File: config.mk
export PLATFORM = sky130hd
export DESIGN_NAME = water_tank_level_step_flat
export DESIGN_NICKNAME = d
export VERILOG_FILES = /design/src/hw/rtl/wtls_pkg.sv /design/src/hw/rtl/wtls_cfg_if.sv /design/src/hw/rtl/wtls_in_if.sv /design/src/hw/rtl/wtls_out_if.sv /design/src/hw/rtl/water_tank_level_step.sv /design/src/flat_wrapper.sv
export SDC_FILE = /design/constraint.sdc
export NUM_CORES = 2
export LEC_CHECK = 0
export BUFFER_PORTS_ARGS = -buffer_cell sky130_fd_sc_hd__buf_2
export CORE_MARGIN = 10
export CORE_UTILIZATION = 25
export CTS_BUF_LIST = sky130_fd_sc_hd__clkbuf_4 sky130_fd_sc_hd__clkbuf_8 sky130_fd_sc_hd__clkbuf_16
export DETAILED_ROUTE_END_ITERATION = 8
export PLACE_DENSITY = 0.37
export REMOVE_ABC_BUFFERS = 1
export SLEW_MARGIN = 0
export SYNTH_ARGS = -nofsm -noshare
export SYNTH_HDL_FRONTEND = slang
export SYNTH_SLANG_ARGS = --single-unit
File: constraint.sdc
create_clock -name clk_i -period 13.84 [get_ports clk_i]
set_input_delay 2.768 -clock clk_i [delete_from_list [all_inputs] [get_ports clk_i]]
set_output_delay 2.768 -clock clk_i [all_outputs]
set_load 0.005 [all_outputs]
File: src/hw/rtl/wtls_pkg.sv
// ----------------------------------------------------------------------------
// wtls_pkg
// shared widths, codes and fixed-point helpers of the tank level stepper
// ----------------------------------------------------------------------------
package wtls_pkg;

  localparam int DATA_W    = 32;
  localparam int FRAC_BITS = 16;
  localparam int DT_W      = 31;
  localparam int CFG_IDX_W = 3;
  localparam int PROD_W    = 2 * DATA_W;

  // square root of level << FRAC_BITS, two radicand bits per step
  localparam int SQRT_STEPS = (DATA_W + FRAC_BITS) / 2;
  localparam int SQ_W       = 2 * SQRT_STEPS;
  // long division of |e| << FRAC_BITS, one quotient bit per step
  localparam int DIV_W      = DATA_W + FRAC_BITS;
  localparam int CNT_W      = $clog2(DIV_W);

  // register indexes
  localparam logic [CFG_IDX_W-1:0] REG_TANK_AREA     = 3'd0;
  localparam logic [CFG_IDX_W-1:0] REG_DRAIN_OFFSET  = 3'd1;
  localparam logic [CFG_IDX_W-1:0] REG_INFLOW_GAIN   = 3'd2;
  localparam logic [CFG_IDX_W-1:0] REG_OUTFLOW_COEFF = 3'd3;
  localparam logic [CFG_IDX_W-1:0] REG_OUTLET_COUNT  = 3'd4;
  localparam logic [CFG_IDX_W-1:0] REG_INITIAL_LEVEL = 3'd5;
  localparam logic [CFG_IDX_W-1:0] REG_TIME_STEP     = 3'd6;

  // commands
  localparam logic CMD_INTEGRATE = 1'b0;
  localparam logic CMD_RESTART   = 1'b1;

  localparam logic [DATA_W-1:0] SAT_MAX = {1'b0, {(DATA_W-1){1'b1}}};
  localparam logic [DATA_W-1:0] SAT_MIN = {1'b1, {(DATA_W-1){1'b0}}};
  localparam logic [PROD_W-1:0] MUL_HALF = PROD_W'(1) << (FRAC_BITS - 1);

  // magnitude of a two's complement word
  function automatic logic [DATA_W-1:0] mag(input logic [DATA_W-1:0] x);
    return x[DATA_W-1] ? (~x + DATA_W'(1)) : x;
  endfunction

  // clamp a sum carrying one extra sign bit
  function automatic logic [DATA_W-1:0] sat_sum(input logic [DATA_W:0] v);
    logic ovf;
    ovf = v[DATA_W] ^ v[DATA_W-1];
    if (ovf) begin
      return v[DATA_W] ? SAT_MIN : SAT_MAX;
    end
    return v[DATA_W-1:0];
  endfunction

  // apply sign to a wide magnitude and clamp
  function automatic logic [DATA_W-1:0] sat_mag(input logic [PROD_W-1:0] r,
                                                input logic neg);
    logic over_neg;
    logic over_pos;
    over_neg = r > (PROD_W'(1) << (DATA_W - 1));
    over_pos = r > ((PROD_W'(1) << (DATA_W - 1)) - PROD_W'(1));
    if (neg) begin
      return over_neg ? SAT_MIN : (~r[DATA_W-1:0] + DATA_W'(1));
    end
    return over_pos ? SAT_MAX : r[DATA_W-1:0];
  endfunction

endpackage

File: src/hw/rtl/wtls_cfg_if.sv
// ----------------------------------------------------------------------------
// wtls_cfg_if
// register write channel of the tank level stepper
// ----------------------------------------------------------------------------
interface wtls_cfg_if;
  logic                           valid;
  logic                           ready;
  logic [wtls_pkg::CFG_IDX_W-1:0] index;
  logic [wtls_pkg::DATA_W-1:0]    data;

  modport source (output valid, output index, output data, input ready);
  modport sink   (input valid, input index, input data, output ready);
endinterface

File: src/hw/rtl/wtls_in_if.sv
// ----------------------------------------------------------------------------
// wtls_in_if
// command channel of the tank level stepper
// ----------------------------------------------------------------------------
interface wtls_in_if;
  logic                               valid;
  logic                               ready;
  logic                               cmd;
  logic signed [wtls_pkg::DATA_W-1:0] inflow_drive;

  modport source (output valid, output cmd, output inflow_drive, input ready);
  modport sink   (input valid, input cmd, input inflow_drive, output ready);
endinterface

File: src/hw/rtl/wtls_out_if.sv
// ----------------------------------------------------------------------------
// wtls_out_if
// result channel of the tank level stepper
// ----------------------------------------------------------------------------
interface wtls_out_if;
  logic                               valid;
  logic                               ready;
  logic signed [wtls_pkg::DATA_W-1:0] new_level;
  logic                               param_error;

  modport source (output valid, output new_level, output param_error, input ready);
  modport sink   (input valid, input new_level, input param_error, output ready);
endinterface

File: src/hw/rtl/water_tank_level_step.sv
// ----------------------------------------------------------------------------
// water_tank_level_step
// one forward-euler step of a torricelli single-tank model per item
// ----------------------------------------------------------------------------
// usage
//   cfg_i  register writes (area, drain, gain, outlet coeff, outlet count,
//          initial level, time step), always ready, write only while idle
//   in_i   one item: cmd (integrate or restart) and the inflow drive u
//   out_o  one item per input item: new level and the parameter error flag
// sequencing
//   restart, held (bad parameters) and empty-tank items go from idle
//   straight to the output state; integrate items run the bit-serial
//   datapath: SQRT_STEPS square root steps, four multiplies of DATA_W
//   steps, each with a rounding state, then DIV_W divider steps, a
//   rounding state and the level update; one item is worked at a time
//   and in_i is ready only when idle, after the output state is left
// reset
//   registers return to their defaults and the stored level to zero
// stall
//   a finished item sits in the output register; the next item may be
//   accepted meanwhile, but its result waits in the output state until
//   the receiver takes the previous one
// ----------------------------------------------------------------------------
module water_tank_level_step (
  input  logic        clk_i,
  input  logic        rst_ni,
  wtls_cfg_if.sink    cfg_i,
  wtls_in_if.sink     in_i,
  wtls_out_if.source  out_o
);
  import wtls_pkg::*;

  // sequencer states
  localparam logic [3:0] ST_IDLE = 4'd0;
  localparam logic [3:0] ST_SQRT = 4'd1;
  localparam logic [3:0] ST_NEXT = 4'd2;
  localparam logic [3:0] ST_MUL  = 4'd3;
  localparam logic [3:0] ST_MFIN = 4'd4;
  localparam logic [3:0] ST_DIV  = 4'd5;
  localparam logic [3:0] ST_DFIN = 4'd6;
  localparam logic [3:0] ST_UPD  = 4'd7;
  localparam logic [3:0] ST_OUT  = 4'd8;

  // operation phases, each launched from ST_NEXT
  localparam logic [2:0] PH_P1 = 3'd0;  // a * s
  localparam logic [2:0] PH_P2 = 3'd1;  // q * (p1 + F)
  localparam logic [2:0] PH_P3 = 3'd2;  // b * u
  localparam logic [2:0] PH_E  = 3'd3;  // dt * (p3 - p2)
  localparam logic [2:0] PH_F  = 3'd4;  // e / A

  // configuration registers
  logic [DATA_W-1:0] area_q, area_d;
  logic [DATA_W-1:0] drain_q, drain_d;
  logic [DATA_W-1:0] gain_q, gain_d;
  logic [DATA_W-1:0] coeff_q, coeff_d;
  logic [DATA_W-1:0] count_q, count_d;
  logic [DATA_W-1:0] init_q, init_d;
  logic [DT_W-1:0]   dt_q, dt_d;

  // control
  logic [3:0]        state_q, state_d;
  logic [2:0]        ph_q, ph_d;
  logic [CNT_W-1:0]  cnt_q, cnt_d;
  logic [DATA_W-1:0] level_q, level_d;
  logic              out_valid_q, out_valid_d;

  // datapath
  logic [DATA_W-1:0]       u_q, u_d;
  logic                    err_q, err_d;
  logic [SQ_W-1:0]         rad_q, rad_d;
  logic [SQRT_STEPS-1:0]   root_q, root_d;
  logic [SQRT_STEPS:0]     srem_q, srem_d;
  logic [PROD_W-1:0]       prod_q, prod_d;
  logic [DATA_W-1:0]       mcand_q, mcand_d;
  logic                    neg_q, neg_d;
  logic [DATA_W-1:0]       res_q, res_d;
  logic [DATA_W-1:0]       p2_q, p2_d;
  logic [DATA_W-1:0]       drem_q, drem_d;
  logic [DIV_W-1:0]        dq_q, dq_d;
  logic [DATA_W-1:0]       out_level_q, out_level_d;
  logic                    out_err_q, out_err_d;

  // combinational helpers
  logic [SQRT_STEPS+2:0]   sq_r2;
  logic [SQRT_STEPS+2:0]   sq_trial;
  logic [SQRT_STEPS+2:0]   sq_diff;
  logic                    sq_ge;
  logic [SQRT_STEPS-1:0]   root_nx;
  logic [DATA_W:0]         mul_sum;
  logic [DATA_W:0]         dv_sh;
  logic [DATA_W:0]         dv_den;
  logic                    dv_ge;
  logic                    dv_rnd;
  logic [DATA_W-1:0]       op_x;
  logic [DATA_W-1:0]       op_y;
  logic                    bad_param;
  logic                    in_fire;
  logic                    out_load;

  assign cfg_i.ready = 1'b1;
  assign in_i.ready  = (state_q == ST_IDLE);
  assign in_fire     = in_i.valid && (state_q == ST_IDLE);

  assign out_o.valid       = out_valid_q;
  assign out_o.new_level   = out_level_q;
  assign out_o.param_error = out_err_q;

  // A <= 0, b <= 0, a <= 0 or q < 0
  assign bad_param = area_q[DATA_W-1]  || (area_q == '0)  ||
                     gain_q[DATA_W-1]  || (gain_q == '0)  ||
                     coeff_q[DATA_W-1] || (coeff_q == '0) ||
                     count_q[DATA_W-1];

  // restoring square root step: bring down two radicand bits
  assign sq_r2    = {srem_q, rad_q[SQ_W-1 -: 2]};
  assign sq_trial = (SQRT_STEPS+3)'({root_q, 2'b01});
  assign sq_ge    = sq_r2 >= sq_trial;
  assign sq_diff  = sq_r2 - sq_trial;
  assign root_nx  = {root_q[SQRT_STEPS-2:0], sq_ge};

  // shift-add multiplier step on magnitudes
  assign mul_sum = {1'b0, prod_q[PROD_W-1:DATA_W]} +
                   (prod_q[0] ? {1'b0, mcand_q} : '0);

  // restoring divider step, divisor is the positive tank area
  assign dv_sh  = {drem_q, dq_q[DIV_W-1]};
  assign dv_den = {1'b0, area_q};
  assign dv_ge  = dv_sh >= dv_den;
  // round half up on the magnitude: 2 * remainder >= divisor
  assign dv_rnd = {drem_q, 1'b0} >= dv_den;

  // operands of the next multiply
  always_comb begin
    op_x = coeff_q;
    op_y = res_q;
    case (ph_q)
      PH_P1: begin
        op_x = coeff_q;
        op_y = res_q;
      end
      PH_P2: begin
        op_x = count_q;
        op_y = sat_sum({res_q[DATA_W-1], res_q} + {drain_q[DATA_W-1], drain_q});
      end
      PH_P3: begin
        op_x = gain_q;
        op_y = u_q;
      end
      PH_E: begin
        op_x = {1'b0, dt_q};
        op_y = sat_sum({res_q[DATA_W-1], res_q} - {p2_q[DATA_W-1], p2_q});
      end
      default: begin
        op_x = coeff_q;
        op_y = res_q;
      end
    endcase
  end

  // output register may load when empty or being drained
  assign out_load = (state_q == ST_OUT) && (!out_valid_q || out_o.ready);

  always_comb begin
    area_d  = area_q;
    drain_d = drain_q;
    gain_d  = gain_q;
    coeff_d = coeff_q;
    count_d = count_q;
    init_d  = init_q;
    dt_d    = dt_q;

    state_d     = state_q;
    ph_d        = ph_q;
    cnt_d       = cnt_q;
    level_d     = level_q;
    out_valid_d = out_valid_q && !out_o.ready;

    u_d         = u_q;
    err_d       = err_q;
    rad_d       = rad_q;
    root_d      = root_q;
    srem_d      = srem_q;
    prod_d      = prod_q;
    mcand_d     = mcand_q;
    neg_d       = neg_q;
    res_d       = res_q;
    p2_d        = p2_q;
    drem_d      = drem_q;
    dq_d        = dq_q;
    out_level_d = out_level_q;
    out_err_d   = out_err_q;

    // register writes
    if (cfg_i.valid) begin
      case (cfg_i.index)
        REG_TANK_AREA:     area_d  = cfg_i.data;
        REG_DRAIN_OFFSET:  drain_d = cfg_i.data;
        REG_INFLOW_GAIN:   gain_d  = cfg_i.data;
        REG_OUTFLOW_COEFF: coeff_d = cfg_i.data;
        REG_OUTLET_COUNT:  count_d = cfg_i.data;
        REG_INITIAL_LEVEL: init_d  = cfg_i.data;
        REG_TIME_STEP:     dt_d    = cfg_i.data[DT_W-1:0];
        default: ;
      endcase
    end

    case (state_q)
      ST_IDLE: begin
        if (in_fire) begin
          u_d   = in_i.inflow_drive;
          err_d = 1'b0;
          if (in_i.cmd == CMD_RESTART) begin
            level_d = init_q;
            state_d = ST_OUT;
          end else if (bad_param) begin
            // level held, flag raised
            err_d   = 1'b1;
            state_d = ST_OUT;
          end else if (level_q[DATA_W-1] || (level_q == '0)) begin
            // empty tank
            level_d = '0;
            state_d = ST_OUT;
          end else begin
            rad_d   = SQ_W'({level_q[DATA_W-2:0], {FRAC_BITS{1'b0}}});
            root_d  = '0;
            srem_d  = '0;
            cnt_d   = CNT_W'(SQRT_STEPS - 1);
            state_d = ST_SQRT;
          end
        end
      end

      ST_SQRT: begin
        rad_d  = {rad_q[SQ_W-3:0], 2'b00};
        root_d = root_nx;
        srem_d = sq_ge ? sq_diff[SQRT_STEPS:0] : sq_r2[SQRT_STEPS:0];
        cnt_d  = cnt_q - CNT_W'(1);
        if (cnt_q == '0) begin
          res_d   = DATA_W'(root_nx);
          ph_d    = PH_P1;
          state_d = ST_NEXT;
        end
      end

      ST_NEXT: begin
        if (ph_q == PH_F) begin
          // divide |e| << FRAC_BITS by A
          neg_d   = res_q[DATA_W-1];
          dq_d    = {mag(res_q), {FRAC_BITS{1'b0}}};
          drem_d  = '0;
          cnt_d   = CNT_W'(DIV_W - 1);
          state_d = ST_DIV;
        end else begin
          if (ph_q == PH_P3) begin
            p2_d = res_q;
          end
          neg_d   = op_x[DATA_W-1] ^ op_y[DATA_W-1];
          mcand_d = mag(op_x);
          prod_d  = {{DATA_W{1'b0}}, mag(op_y)};
          cnt_d   = CNT_W'(DATA_W - 1);
          state_d = ST_MUL;
        end
      end

      ST_MUL: begin
        prod_d = {mul_sum, prod_q[DATA_W-1:1]};
        cnt_d  = cnt_q - CNT_W'(1);
        if (cnt_q == '0) begin
          state_d = ST_MFIN;
        end
      end

      ST_MFIN: begin
        // round half away from zero, then saturate
        res_d   = sat_mag((prod_q + MUL_HALF) >> FRAC_BITS, neg_q);
        ph_d    = ph_q + 3'd1;
        state_d = ST_NEXT;
      end

      ST_DIV: begin
        drem_d = dv_ge ? DATA_W'(dv_sh - dv_den) : dv_sh[DATA_W-1:0];
        dq_d   = {dq_q[DIV_W-2:0], dv_ge};
        cnt_d  = cnt_q - CNT_W'(1);
        if (cnt_q == '0) begin
          state_d = ST_DFIN;
        end
      end

      ST_DFIN: begin
        res_d   = sat_mag(PROD_W'(dq_q) + PROD_W'(dv_rnd), neg_q);
        state_d = ST_UPD;
      end

      ST_UPD: begin
        level_d = sat_sum({level_q[DATA_W-1], level_q} + {res_q[DATA_W-1], res_q});
        state_d = ST_OUT;
      end

      ST_OUT: begin
        if (out_load) begin
          out_level_d = level_q;
          out_err_d   = err_q;
          out_valid_d = 1'b1;
          state_d     = ST_IDLE;
        end
      end

      default: begin
        state_d = ST_IDLE;
      end
    endcase
  end

  // control and architectural state
  always_ff @(posedge clk_i or negedge rst_ni) begin
    if (!rst_ni) begin
      area_q      <= DATA_W'(65536);
      drain_q     <= '0;
      gain_q      <= DATA_W'(65536);
      coeff_q     <= DATA_W'(65536);
      count_q     <= DATA_W'(65536);
      init_q      <= '0;
      dt_q        <= DT_W'(655);
      state_q     <= ST_IDLE;
      ph_q        <= PH_P1;
      cnt_q       <= '0;
      level_q     <= '0;
      out_valid_q <= 1'b0;
    end else begin
      area_q      <= area_d;
      drain_q     <= drain_d;
      gain_q      <= gain_d;
      coeff_q     <= coeff_d;
      count_q     <= count_d;
      init_q      <= init_d;
      dt_q        <= dt_d;
      state_q     <= state_d;
      ph_q        <= ph_d;
      cnt_q       <= cnt_d;
      level_q     <= level_d;
      out_valid_q <= out_valid_d;
    end
  end

  // payload, no reset
  always_ff @(posedge clk_i) begin
    u_q         <= u_d;
    err_q       <= err_d;
    rad_q       <= rad_d;
    root_q      <= root_d;
    srem_q      <= srem_d;
    prod_q      <= prod_d;
    mcand_q     <= mcand_d;
    neg_q       <= neg_d;
    res_q       <= res_d;
    p2_q        <= p2_d;
    drem_q      <= drem_d;
    dq_q        <= dq_d;
    out_level_q <= out_level_d;
    out_err_q   <= out_err_d;
  end

endmodule
File: src/flat_wrapper.sv
// flat-port wrapper written by rule: the top's interface ports become plain ports
module water_tank_level_step_flat import wtls_pkg::*;
  (clk_i, rst_ni, cfg_i_valid, cfg_i_index, cfg_i_data, cfg_i_ready, in_i_valid, in_i_cmd, in_i_inflow_drive, in_i_ready, out_o_valid, out_o_new_level, out_o_param_error, out_o_ready);
  wtls_cfg_if cfg_i_i ();
  wtls_in_if in_i_i ();
  wtls_out_if out_o_i ();
  input  logic clk_i;
  input  logic rst_ni;
  input wire logic [$bits(cfg_i_i.valid)-1:0] cfg_i_valid;
  input wire logic [$bits(cfg_i_i.index)-1:0] cfg_i_index;
  input wire logic [$bits(cfg_i_i.data)-1:0] cfg_i_data;
  output wire logic [$bits(cfg_i_i.ready)-1:0] cfg_i_ready;
  input wire logic [$bits(in_i_i.valid)-1:0] in_i_valid;
  input wire logic [$bits(in_i_i.cmd)-1:0] in_i_cmd;
  input wire logic [$bits(in_i_i.inflow_drive)-1:0] in_i_inflow_drive;
  output wire logic [$bits(in_i_i.ready)-1:0] in_i_ready;
  output wire logic [$bits(out_o_i.valid)-1:0] out_o_valid;
  output wire logic [$bits(out_o_i.new_level)-1:0] out_o_new_level;
  output wire logic [$bits(out_o_i.param_error)-1:0] out_o_param_error;
  input wire logic [$bits(out_o_i.ready)-1:0] out_o_ready;
  assign cfg_i_i.valid = cfg_i_valid;
  assign cfg_i_i.index = cfg_i_index;
  assign cfg_i_i.data = cfg_i_data;
  assign cfg_i_ready = cfg_i_i.ready;
  assign in_i_i.valid = in_i_valid;
  assign in_i_i.cmd = in_i_cmd;
  assign in_i_i.inflow_drive = in_i_inflow_drive;
  assign in_i_ready = in_i_i.ready;
  assign out_o_valid = out_o_i.valid;
  assign out_o_new_level = out_o_i.new_level;
  assign out_o_param_error = out_o_i.param_error;
  assign out_o_i.ready = out_o_ready;
  water_tank_level_step u_core (.clk_i(clk_i), .rst_ni(rst_ni), .cfg_i(cfg_i_i), .in_i(in_i_i), .out_o(out_o_i));
endmodule
==> results.txt <==
Largest Register -> u_core.prod_q
Placer Congestion -> 0.872
Skew-Pair Late Insertion Delay -> 0.72 ns
Met3 Usage GRT -> 0.0206
Final Setup Violations -> 0
Post-synth EDFFs -> 388
Comb power frac -> 0.344
#FFs+latches synth -> 657
Util after Layout -> 0.288
Crit path DAT -> 8.14 ns
Synth unique cells -> 107
Worst-path clk slew -> 0.06 ns
IO Port Bufs -> 107
Chip height -> 434 um
Worst Tran Pin Value -> 1.17 ns
CTS tree -> yes
Internal power -> 0.00513 W
Most frequent cells in the layout -> nand2_1 (454), edfxtp_1 (388), nor2_1 (348)
CP Capture Type -> flip-flop
Period utilisation layout -> 0.556
CTS sink cnt -> 657
Vias per std cell -> 5.06
Fillers -> 17.9k
Chip width -> 434 um
Clock Skew -> 0.0320 ns
# hold bufs at CTS -> 0
Min Tclk post-route -> 7.69 ns
Worst path most repeated cell -> ha_1
Critical path class -> flip-flop to flip-flop
CTS Root Cell -> clkbuf_16
Unrepaired setup endpoints after global routing -> false
DIE AREA -> 0.188 mm2
Layout area overhead -> 14.5%
Slowest stage delay, CP -> 0.67 ns
Core area -> 0.170 mm2
Routing usage on met2 -> 0.280
# IOs -> 109
Hold Crit Class -> flip-flop to flip-flop
Initial core utilization -> 0.252
Switch share -> 0.376
Final setup TNS -> 0 ns
Largest net degree at the start of global routing -> 94
Leakage -> 18.7 nW
H-tree Lvls -> 3
Cts repair resizes -> 0
CTS Buf Count -> 87
MaxCap Viol Count -> 0
Total power divided by cell area -> 168 mW/mm2
Most used routing layer in global routing -> met2
FF-to-FF setup slack -> 6.15 ns
Synth Instances -> 4,439
Max Clk Rate -> 130 MHz
DR DRC count -> 0
R2r endpoint -> u_core.prod_q[30]
Initial DRC count -> 2,736
Net Sw Power -> 0.00310 W
Max VDD drop -> 96.7 uV
Vias -> 34.4k
Largest registers -> u_core.prod_q: 64 flops, u_core.dq_q: 48 flops
Cell Area, Synth -> 0.0427 mm2
Post-CTS setup buffer count -> 0
Layout cells sized above 1 -> 0.141
Post-synthesis sequential area ratio -> 0.430
Worst Hold Depth -> 0
Worst-path maximum fanout -> 34
GR Overflow Total -> 0
Fin nets -> 4,795
Cell depth of the worst flop-to-flop path -> 28
Final Hold Vio Count -> 0
Post-DRT Antenna Nets -> 0
Startpoint type of the worst setup path -> flip-flop
Status -> complete, no violations
Post-DR wirelength/cell -> 24.2 um
Hold_sp -> u_core.err_q
Final Non-Filler Cells -> 6,805
Met1 GRT Util -> 0.237
Worst Hold End -> u_core.out_o.param_error
FFs w/ async S/R, synth -> 0.409
Row cnt -> 151
Avg Cell Area, Syn -> 9.63 um2
Number of global-route vias before repair -> 33.7k
Tot Pwr -> 0.00823 W
Warnings from Yosys -> 0
Drt pass-1 iters -> 5
Critical path's top delay family -> compound AO/OA/AOI/OAI gates
Initial antenna violation count -> 5
CP required -> 14.29 ns
Crit path buffers/inverters -> 4
Number of flip-flops in the largest register -> 64
Post-DP HPWL -> 120,000 um
Slew HR -> 0.219
Routed WL -> 165,000 um
R2r startpoint -> u_core.res_q[2]
Placed cells -> 6,639
Clock Path Buffers -> 3
Commonest non-fill, non-tap cell in the layout -> nand2_1
Gr usage total -> 0.171
Final slew viol count -> 0
Sequential share of power -> 0.365
Ys flop type -> edfxtp_1
Slowest cell on the critical path -> o41ai_1
Clk pwr share -> 0.292
First-pass GRT wire length -> 240,000 um
## metal layers
metal | part of all wire | vias up
met2 | 0.46 | 700
met4 | 0.026 | 0
met1 | 0.47 | 17000
met3 | 0.038 | 167
li1 | - | 16500
met5 | 0 | -
## synthesized netlist by cell type (all sizes together), types with 19 or more instances
| cell | number | share of area |
|---|---|---|
| o21a | 27 | 0.0047 |
| nand2b | 34 | 0.0050 |
| edfxtp | 388 | 0.27 |
| ha | 207 | 0.061 |
| nor4 | 55 | 0.0092 |
| nand4 | 66 | 0.010 |
| a31oi | 54 | 0.0080 |
| a211oi | 29 | 0.0051 |
| o21ai | 281 | 0.033 |
| o21bai | 31 | 0.0054 |
| o31ai | 30 | 0.0055 |
| nand3 | 114 | 0.014 |
| and4 | 19 | 0.0039 |
| and3 | 73 | 0.011 |
| or3 | 21 | 0.0032 |
| xor2 | 164 | 0.034 |
| a221oi | 38 | 0.0079 |
| mux2 | 195 | 0.051 |
| clkbuf | 144 | 0.013 |
| a222oi | 31 | 0.0073 |
| a21oi | 329 | 0.039 |
| o211ai | 39 | 0.0070 |
| nor2 | 353 | 0.031 |
| and2 | 64 | 0.0094 |
| buf | 63 | 0.0084 |
| nand2 | 459 | 0.041 |
| a221o | 29 | 0.0068 |
| dfrtp | 259 | 0.15 |
| mux2i | 22 | 0.0052 |
| or2 | 21 | 0.0031 |
| a21o | 89 | 0.016 |
| nor2b | 33 | 0.0048 |
| xnor2 | 190 | 0.039 |
| nor3 | 90 | 0.011 |
| inv | 195 | 0.017 |
## cell families after synthesis
kind of cell / after synthesis / share of synthesized area
AND/OR/NAND/NOR: 1449 / 0.165
AO/OA/AOI/OAI: 1145 / 0.173
flip-flops: 657 / 0.430
buffers and inverters: 404 / 0.0384
XOR/XNOR: 354 / 0.0730
multiplexers: 217 / 0.0565
adder cells (fa/ha/maj): 212 / 0.0629
other: 1 / 0.0000877
## power groups by stage
stage | clock network [W] | logic [W] | registers [W]
6_report | 0.00240 | 0.00283 | 0.00300
3_5_place_dp | 0 | 0.00283 | 0.00305
3_3_place_gp | 0 | 0.00284 | 0.00305
2_1_floorplan | 0 | 0.00199 | 0.00288
4_1_cts | 0.00248 | 0.00285 | 0.00301
5_1_grt | 0.00255 | 0.00317 | 0.00305
## worst max path at each step
stage | to | slack [ns] | startpoint | cells past startpoint
3_5_place_dp | u_core.prod_q[30] | 6.26 | u_core.res_q[2] | 28
3_3_place_gp | u_core.prod_q[30] | 6.32 | u_core.res_q[2] | 28
5_1_grt | u_core.prod_q[30] | 5.59 | u_core.res_q[19] | 27
4_1_cts | u_core.res_q[16] | 6.23 | u_core.drem_q[25] | 23
2_1_floorplan | u_core.rad_q[16] | 2.27 | in_i_cmd | 3
6_report | u_core.prod_q[30] | 6.15 | u_core.res_q[2] | 28
## metrics by stage
| step | cell area (um2) | setup slack, ns | hold WS (ns) |
|---|---|---|---|
| 3_3_place_gp | 45900 | 6.32 | 0.407 |
| 3_5_place_dp | 45900 | 6.26 | 0.408 |
| 2_1_floorplan | 41800 | 2.27 | 0.400 |
| 6_report | 48900 | 6.15 | 0.423 |
| 5_1_grt | 48900 | 5.59 | 0.424 |
| 4_1_cts | 48900 | 6.23 | 0.423 |
## area by class of cell
cell class	instances	area, um2	area share
Inverter	197	739	0.0151
Multi-Input combinational cell	3378	22900	0.467
Clock inverter	40	429	0.00877
Tap cell	2218	2780	0.0567
Clock buffer	123	2560	0.0523
Antenna cell	3	7.51	0.000153
Sequential cell	657	18400	0.376
Timing Repair Buffer	189	1160	0.0237
Power figures use the tool's default switching activity.
